**config.mk**
```make
export PLATFORM = sky130hd
export DESIGN_NAME = rrf_ctrl
export DESIGN_NICKNAME = d
export VERILOG_FILES = /design/src/rtl/rectangle_raster_fill_assert.svh /design/src/rtl/rrf_pkg.sv /design/src/rtl/rrf_ctrl.sv
export SDC_FILE = /design/constraint.sdc
export NUM_CORES = 1
export LEC_CHECK = 0
export ABC_AREA = 1
export BUFFER_PORTS_ARGS = -buffer_cell sky130_fd_sc_hd__buf_2
export CORE_AREA = 2 2 39 41
export CTS_CLUSTER_DIAMETER = 50
export DETAILED_ROUTE_END_ITERATION = 10
export DIE_AREA = 0 0 41 43
export PLACE_DENSITY_LB_ADDON = 0.05
export SYNTH_ARGS = -nofsm -noshare
export SYNTH_HDL_FRONTEND = slang
export SYNTH_SLANG_ARGS = --single-unit
```
**constraint.sdc**
```tcl
create_clock -name clk -period 2.6 [get_ports clk]
set_input_delay 0 -clock clk [delete_from_list [all_inputs] [get_ports clk]]
set_output_delay 0 -clock clk [all_outputs]
set_load 0.01 [all_outputs]
```
**src/rtl/rectangle_raster_fill_assert.svh**
```systemverilog
// ----------------------------------------------------------------------------
// rectangle_raster_fill_assert.svh
// Assertion macros shared by the rectangle rasterizer checks.
// ----------------------------------------------------------------------------
`ifndef RECTANGLE_RASTER_FILL_ASSERT_SVH
`define RECTANGLE_RASTER_FILL_ASSERT_SVH

// Same-cycle implication, checked on the rising edge of clk outside reset.
`define RRF_ASSERT_NOW(label, ante, cons) \
    label: assert property (@(posedge clk) disable iff (!rst_n) (ante) |-> (cons)) \
        else $error("rectangle_raster_fill: same-cycle check failed");

// Next-cycle implication.
`define RRF_ASSERT_NEXT(label, ante, cons) \
    label: assert property (@(posedge clk) disable iff (!rst_n) (ante) |=> (cons)) \
        else $error("rectangle_raster_fill: next-cycle check failed");

`endif

```
**src/rtl/rrf_pkg.sv**
```systemverilog
// ----------------------------------------------------------------------------
// rrf_pkg
// Types, codes and sizes shared by the rectangle rasterizer modules.
// ----------------------------------------------------------------------------
package rrf_pkg;

    // Canvas geometry
    localparam int MAX_SIDE  = 256;
    localparam int IDX_W     = $clog2(MAX_SIDE);
    localparam int ADDR_W    = 2 * IDX_W;
    localparam int DEPTH     = MAX_SIDE * MAX_SIDE;
    localparam int SIDE_W    = 9;

    // Fixed-point coordinates
    localparam int FRAC_BITS = 8;
    localparam int COORD_W   = 24;
    localparam int BND_W     = COORD_W + 2;

    // Configuration port
    localparam int CFG_IDX_W  = 2;
    localparam int CFG_DATA_W = 9;
    localparam logic [CFG_IDX_W-1:0] CFG_WIDTH      = 2'd0;
    localparam logic [CFG_IDX_W-1:0] CFG_HEIGHT     = 2'd1;
    localparam logic [CFG_IDX_W-1:0] CFG_BACKGROUND = 2'd2;

    localparam logic [SIDE_W-1:0] RST_WIDTH      = 9'd256;
    localparam logic [SIDE_W-1:0] RST_HEIGHT     = 9'd256;
    localparam logic [7:0]        RST_BACKGROUND = 8'd32;

    // Command codes
    localparam logic [1:0] FUNC_DRAW  = 2'd0;
    localparam logic [1:0] FUNC_READ  = 2'd1;
    localparam logic [1:0] FUNC_CLEAR = 2'd2;

    localparam logic [7:0] CODE_FILLED  = 8'h52;  // 'R'
    localparam logic [7:0] CODE_OUTLINE = 8'h72;  // 'r'

    // Result status codes
    localparam logic [1:0] ST_OK      = 2'd0;
    localparam logic [1:0] ST_INVALID = 2'd1;
    localparam logic [1:0] ST_IGNORED = 2'd2;
    localparam logic [1:0] ST_OUTSIDE = 2'd3;

    // Input word
    typedef struct packed {
        logic [1:0]                func;
        logic [7:0]                shape_code;
        logic signed [COORD_W-1:0] rect_x;
        logic signed [COORD_W-1:0] rect_y;
        logic signed [COORD_W-1:0] rect_width;
        logic signed [COORD_W-1:0] rect_height;
        logic [7:0]                paint_color;
        logic [7:0]                read_col;
        logic [7:0]                read_row;
    } cmd_t;

    // Result word
    typedef struct packed {
        logic [7:0] pixel_value;
        logic [1:0] status;
    } res_t;

    // Controller states
    typedef enum logic [1:0] {
        S_IDLE,
        S_DECODE,
        S_WALK,
        S_FINISH
    } state_t;

    // Controller to datapath
    typedef struct packed {
        logic accept;
        logic decode;
        logic walk_step;
        logic res_load;
    } ctrl_t;

    // Datapath to controller
    typedef struct packed {
        logic do_walk;
        logic walk_last;
        logic res_free;
    } stat_t;

    // Size register clamped to the canvas store
    function automatic logic [SIDE_W-1:0] used_side(input logic [SIDE_W-1:0] v);
        logic [SIDE_W-1:0] lim;
        lim = SIDE_W'(MAX_SIDE);
        return (v > lim) ? lim : v;
    endfunction

endpackage

```
**src/rtl/rrf_ctrl.sv**
```systemverilog
// ----------------------------------------------------------------------------
// rrf_ctrl
// Sequencer: accept, decode, pixel walk, result hand-off.
// ----------------------------------------------------------------------------
module rrf_ctrl (
    input  logic           clk,
    input  logic           rst_n,
    input  logic           cmd_valid,
    output logic           cmd_ready,
    input  rrf_pkg::stat_t stat,
    output rrf_pkg::ctrl_t ctl
);

    rrf_pkg::state_t state_reg;
    rrf_pkg::state_t state_next;

    // State register
    always_ff @(posedge clk or negedge rst_n)
    begin
        if (!rst_n)
        begin
            state_reg <= rrf_pkg::S_IDLE;
        end
        else
        begin
            state_reg <= state_next;
        end
    end

    // Next state
    always_comb
    begin
        state_next = state_reg;
        unique case (state_reg)
            rrf_pkg::S_IDLE:
            begin
                if (cmd_valid)
                begin
                    state_next = rrf_pkg::S_DECODE;
                end
            end
            rrf_pkg::S_DECODE:
            begin
                state_next = stat.do_walk ? rrf_pkg::S_WALK : rrf_pkg::S_FINISH;
            end
            rrf_pkg::S_WALK:
            begin
                if (stat.walk_last)
                begin
                    state_next = rrf_pkg::S_FINISH;
                end
            end
            rrf_pkg::S_FINISH:
            begin
                if (stat.res_free)
                begin
                    state_next = rrf_pkg::S_IDLE;
                end
            end
            default:
            begin
                state_next = rrf_pkg::S_IDLE;
            end
        endcase
    end

    // Outputs
    always_comb
    begin
        cmd_ready     = 1'b0;
        ctl           = '0;
        unique case (state_reg)
            rrf_pkg::S_IDLE:
            begin
                cmd_ready  = 1'b1;
                ctl.accept = cmd_valid;
            end
            rrf_pkg::S_DECODE:
            begin
                ctl.decode = 1'b1;
            end
            rrf_pkg::S_WALK:
            begin
                ctl.walk_step = 1'b1;
            end
            rrf_pkg::S_FINISH:
            begin
                ctl.res_load = stat.res_free;
            end
            default:
            begin
                cmd_ready = 1'b0;
            end
        endcase
    end

endmodule

```
==> impl_metrics.json, run 1 <==
{
  "num-fill-cells": 159,
  "place_hpwl_um": 366,
  "timing.critical_path.slowest_stage_cell": "dfrtp_1",
  "cp_startpoint_kind": "flop",
  "dr.first_iter.drc_count": 2,
  "vias": 219,
  "syn-instance-count": 33,
  "number_of_synthesized_register_bits": 2,
  "drv_cap": 0,
  "drt_pre_antenna_iters": 2,
  "outcome": "finished, final reports clean",
  "routed_antenna_nets": 0,
  "cts_num_sinks": 2,
  "setup_viol_count_final": 0,
  "num_io_pins": 11,
  "final_core_utilization_pct": 23.9,
  "pwr_per_cell_area_nw_per_um2": 1090,
  "min-delay-path-class": "primary input to asynchronous set/reset pin",
  "vias_per_cell": 3.48,
  "worst-r2r-cell-count": 6,
  "mapped_area_um2": 228,
  "timing.final.crit_period_ns": 1.21,
  "ys_seq_area_share_pct": 22.0,
  "globalplace.congestion": 0.636,
  "first_pass_grt_wire_length_um": 710,
  "cp_top_family": "flip-flops",
  "cts_tree": "built",
  "post_dp_cell_area_um2": 298,
  "r2r_start": "state_reg[0]",
  "yosys.cell_types.count": 9,
  "maxSlewViolCount": 0,
  "layout.cells.most_common": "buf_2",
  "worstPathMaxFanout": 5,
  "flow.area_growth_from_synthesis_pct": 45.1,
  "grt_start_max_net_pins": 6,
  "finalWirelength_um": 448,
  "layout_common_cells": "buf_2 (10), inv_1 (9), nand2_1 (9), ha_1 (4)",
  "grt_setup_unrepaired": "no",
  "cp.arrival_ns": 1.21,
  "core_region_area_um2": 1380,
  "post_cts.resized_instances": 0,
  "stdcell_count": 63,
  "detail_route.wl_per_cell_um": 7.11,
  "antenna-diode-count": 0,
  "grt-ovfl-total": 0,
  "die_width_um": 41,
  "hold_slack_ns": 0.0879,
  "timing.final.crit_share_pct": 46.4,
  "floorplan.initialDensity_pct": 16.5,
  "design.die.area_um2": 1760,
  "timing.reg2reg.setup_slack_ns": 1.41,
  "grt_antenna_before_repair": 0,
  "crit_buf_inv": 3,
  "clk_pin_slew_ns": 0.03,
  "largest_register_ff_count": 2,
  "clk_root_buffer_cell": "clkbuf_4",
  "worstPathCellList": "inv_1 -> ha_1 -> nand2_1 -> inv_1 -> buf_2",
  "multi_input_comb_area_um2": 140,
  "nets": 59,
  "critical_path.reg2reg.endpoint": "state_reg[1]",
  "drc": 0,
  "cp_slowest_stage_delay_ns": 0.42,
  "p_total_mw": 0.360,
  "yosys-top-cells-area": "dfrtp_1 (22%), ha_1 (22%), inv_1 (15%)",
  "criticalPathCategory": "flop to primary output",
  "worst_ir_drop_vdd_mv": 0.384,
  "core.rowCount": 14,
  "cts_inserted_buffers": 3,
  "worst-slew-pin-transition_ns": 0.169,
  "cts.path.max_buffers": 2,
  "critical_path_required_ns": 2.60,
  "drive_gt1_share_pct": 40.4,
  "syn_area_per_cell_um2": 6.90,
  "crit_path_frequent_cell": "inv_1",
  "clock.fmax_mhz": 829,
  "timing.final.hold_violations": 0,
  "dp_cells": 59,
  "setup_ws_ns": 1.39,
  "critical_path.endpoint_type": "primary output",
  "synth_top_area_share_pct": 22.0,
  "syn-num-nets": 43,
  "htree_levels": 1,
  "worst_clock_skew_ns": 0.00348,
  "synth_top_area_cell": "dfrtp_1",
  "tns_ns": 0,
  "pre_cts_slack_ns": 1.39,
  "stdcell_area_um2": 330,
  "clock_latency_on_the_worst_skew_pair_ns": 0.22,
  "yosysWarningCount": 0,
  "area.sequential_um2": 50.0,
  "die_height_um": 43,
  "timing.max_slew.rel_slack_pct": 88.7,
  "track_usage_pct": 6.61,
  "number_of_global_route_vias_before_repair": 198,
  "static-leakage-power_nw": 0.228,
  "buffer_ports.inserted": 10
}
-- per-layer routing --
layer	global-route usage [%]	vias up	part of all wire (%)
li1	-	121	-
met1	6.71	95	44
met2	8.44	3	52
met3	3.14	0	3.8
met4	8.00	0	0
met5	0	-	0
-- how the worst max path moves through the flow --
stage,startpoint,end,cells past startpoint
global placement,state_reg[0],state_reg[0],6
floorplan,state_reg[0],state_reg[0],6
global route,state_reg[0],ctl[3],5
detailed placement,state_reg[0],state_reg[1],6
finish,state_reg[0],ctl[3],5
CTS,state_reg[0],ctl[3],5
-- Yosys cell counts --
cell	number
nand2_1	9
nand3_1	3
inv_2	1
nor2_4	1
inv_1	9
nand2_4	1
ha_1	4
dfrtp_1	2
nand2_2	3
-- cells by family after synthesis --
family | Yosys count | share of synthesized area [%]
AND/OR/NAND/NOR | 17 | 39.6
adder cells (fa/ha/maj) | 4 | 22.0
buffers and inverters | 10 | 16.5
flip-flops | 2 | 22.0
-- layout make-up --
class | instances | share of cell area (%)
tap | 16 | 6.06
sequential | 2 | 15.2
timing repair buffer | 11 | 18.2
clock buffer | 3 | 6.82
multi-input combinational | 21 | 42.4
inverter | 10 | 11.4
-- report_power, final --
part	switching, mW	internal, mW	leakage, nW	total, mW
Clock	0.0175	0.0509	0.0138	0.0685
Sequential	0.0213	0.0492	0.0240	0.0705
Combinational	0.127	0.0935	0.191	0.221
Total	0.166	0.194	0.228	0.360
-- repair_timing --
action | CTS | global route
buffers inserted | 0 | 0
hold buffers | 1 | 0
endpoints found under the setup margin | 0 | 0
endpoints found under the hold margin | 2 | 0
(Power assumes the default switching activity.)
==> run 2: changes to the inputs <==
clock period = 1 ns   (was 2.6 ns; I/O delays follow)
==> run 2 against run 1 <==
Effect of this change:
- the flow now finishes with violations (setup timing)
- final cell count is 16% higher
- hold slack got worse by 0.0034 ns
- worst setup slack got worse by 1.5 ns
- sequential share of layout area is 5.4 points lower
- routed wire length rose by 29%
- count of clock-buffer cells in the layout did not move
- global-route usage increased by 2.1 points
- clock skew down 0.00079 ns
- first-iteration DRC count up 50%
- sequential cell count stayed put
- final area rose by 55%
- register-to-register slack lost 1.5 ns
- highest routed layer unchanged
==> impl_metrics.json, run 2 (synthesis results as in run 1) <==
{
  "clock_power_share_pct": 11.1,
  "num_io_pins": 11,
  "finalWirelength_um": 577,
  "cts.path.max_buffers": 2,
  "min-delay-path-class": "primary input to asynchronous set/reset pin",
  "track_usage_pct": 8.72,
  "worstPathMaxFanout": 4,
  "top_layer_used": "met3",
  "violations": "setup timing",
  "critical_path.endpoint_type": "primary output",
  "power.internal_mw": 0.968,
  "routed_antenna_nets": 0,
  "die_height_um": 43,
  "num-fill-cells": 146,
  "cp_slowest_stage_delay_ns": 0.39,
  "vias": 267,
  "design.die.area_um2": 1760,
  "stdcell_area_um2": 512,
  "wl_met2_um": 331,
  "share_comb_of_total_power_pct": 78.1,
  "clock.fmax_mhz": 873,
  "layout_common_cells": "nand2_1 (7), buf_2 (7), buf_6 (7), inv_1 (6), buf_4 (6)",
  "drive_gt1_share_pct": 70.2,
  "core_region_area_um2": 1380,
  "tns_ns": -0.780,
  "maxSlewViolCount": 0,
  "pre_cts_slack_ns": -0.0796,
  "core.rowCount": 14,
  "grt_antenna_before_repair": 0,
  "seq_power_share_pct": 10.8,
  "flow.area_growth_from_synthesis_pct": 125,
  "static-leakage-power_nw": 0.295,
  "cts_tree": "built",
  "cts_num_sinks": 2,
  "clock_latency_on_the_worst_skew_pair_ns": 0.22,
  "drv_cap": 0,
  "worst_clock_skew_ns": 0.00269,
  "r2r_start": "state_reg[1]",
  "timing.final.crit_period_ns": 1.15,
  "antenna-diode-count": 0,
  "timing.reg2reg.setup_slack_ns": -0.12,
  "timing.final.crit_share_pct": 115,
  "timing.final.hold_violations": 0,
  "globalplace.congestion": 0.752,
  "cp_top_family": "flip-flops",
  "grt_setup_unrepaired": "yes",
  "cts_inserted_buffers": 3,
  "post_dp_cell_area_um2": 360,
  "cp_startpoint_kind": "flop",
  "htree_levels": 1,
  "final_core_utilization_pct": 37.0,
  "drt_pre_antenna_iters": 2,
  "worst_ir_drop_vdd_mv": 1.38,
  "die_width_um": 41,
  "worstPathCellList": "inv_2 -> ha_4 -> buf_6 -> nand2_2 -> inv_2 -> buf_6",
  "grt_start_max_net_pins": 5,
  "switching_share_pct": 40.0,
  "outcome": "complete, but fails checks",
  "p_sw_mw": 0.645,
  "grt-ovfl-total": 0,
  "criticalPathCategory": "flop to primary output",
  "vias_per_cell": 3.66,
  "floorplan.initialDensity_pct": 16.5,
  "cp.arrival_ns": 1.15,
  "p_total_mw": 1.61,
  "worst-r2r-cell-count": 8,
  "timing.critical_path.slowest_stage_cell": "dfrtp_1",
  "largest_register_ff_count": 2,
  "place_hpwl_um": 436,
  "detail_route.wl_per_cell_um": 7.90,
  "clk_pin_slew_ns": 0.03,
  "critical_path_required_ns": 1.00,
  "route.layer.met1.wl_um": 217,
  "number_of_global_route_vias_before_repair": 300,
  "setup_ws_ns": -0.145,
  "timing.max_slew.rel_slack_pct": 90.1,
  "drc": 0,
  "first_pass_grt_wire_length_um": 1020,
  "clk_root_buffer_cell": "clkbuf_4",
  "routed-wl-met3_um": 29,
  "critical_path.reg2reg.endpoint": "state_reg[0]",
  "setup_viol_count_final": 7,
  "buffer_ports.inserted": 10,
  "nets": 69,
  "dr.first_iter.drc_count": 3,
  "crit_buf_inv": 4,
  "worst-slew-pin-transition_ns": 0.149,
  "pwr_per_cell_area_nw_per_um2": 3150
}
## run 2: changes by cell type in the layout (fill, tap and decap cells not counted), moves of 2 or more
cell | before | now
ha_4 | 0 | 3
inv_2 | 1 | 4
nand2_1 | 9 | 7
buf_2 | 10 | 7
nand3_1 | 3 | 1
ha_1 | 4 | 0
inv_1 | 9 | 6
nand2_4 | 1 | 3
buf_6 | 0 | 7
buf_4 | 0 | 6
## run 2: area by class of cell
cell class | instances | area, µm² | share of cell area, %
tap | 16 | 20.0 | 3.91
inverter | 10 | 37.5 | 7.33
timing repair buffer | 21 | 169 | 33.0
multi-input combinational | 21 | 213 | 41.6
clock buffer | 3 | 22.5 | 4.40
sequential | 2 | 50.0 | 9.78
## run 2: power groups by stage
stage / Sequential (mW) / Clock, mW / Combinational (mW)
floorplan: 0.187 / 0 / 0.538
global placement: 0.195 / 0 / 0.809
detailed placement: 0.194 / 0 / 0.812
CTS: 0.175 / 0.192 / 1.19
global route: 0.181 / 0.197 / 1.38
finish: 0.174 / 0.178 / 1.26
## run 2: metrics by stage
| stage | hold WS, ns | cells |
|---|---|---|
| 3_3_place_gp | -0.215 | 63 |
| 5_1_grt | 0.104 | 73 |
| 4_1_cts | 0.0742 | 73 |
| 6_report | 0.0844 | 73 |
| 3_5_place_dp | -0.214 | 63 |
| 2_1_floorplan | -0.296 | 33 |
## run 2: what timing repair did
| item | in CTS | in global routing |
|---|---|---|
| endpoints found under the setup margin | 7 | 7 |
| hold endpoints to repair | 2 | 0 |
| pin swaps | 3 | 2 |
| hold buffers | 1 | 0 |
| buffers inserted | 6 | 0 |
| gates resized for setup | 11 | 5 |
## run 2: worst max path at each step
stage	start	endpoint	slack [ns]	cells past startpoint
final	state_reg[1]	ctl[3]	-0.15	6
after global routing	state_reg[1]	ctl[0]	-0.20	5
after CTS	state_reg[1]	ctl[3]	-0.16	6
after detailed placement	state_reg[1]	state_reg[1]	-0.08	5
after global placement	state_reg[0]	state_reg[1]	-0.09	7
after floorplan	state_reg[0]	state_reg[0]	-0.04	7
## run 2: layer usage
layer  GRT usage, %  vias up
met4           8.00        0
li1               -      141
met1           7.99      121
met2           14.7        5
met5              0        -
met3           1.57        0
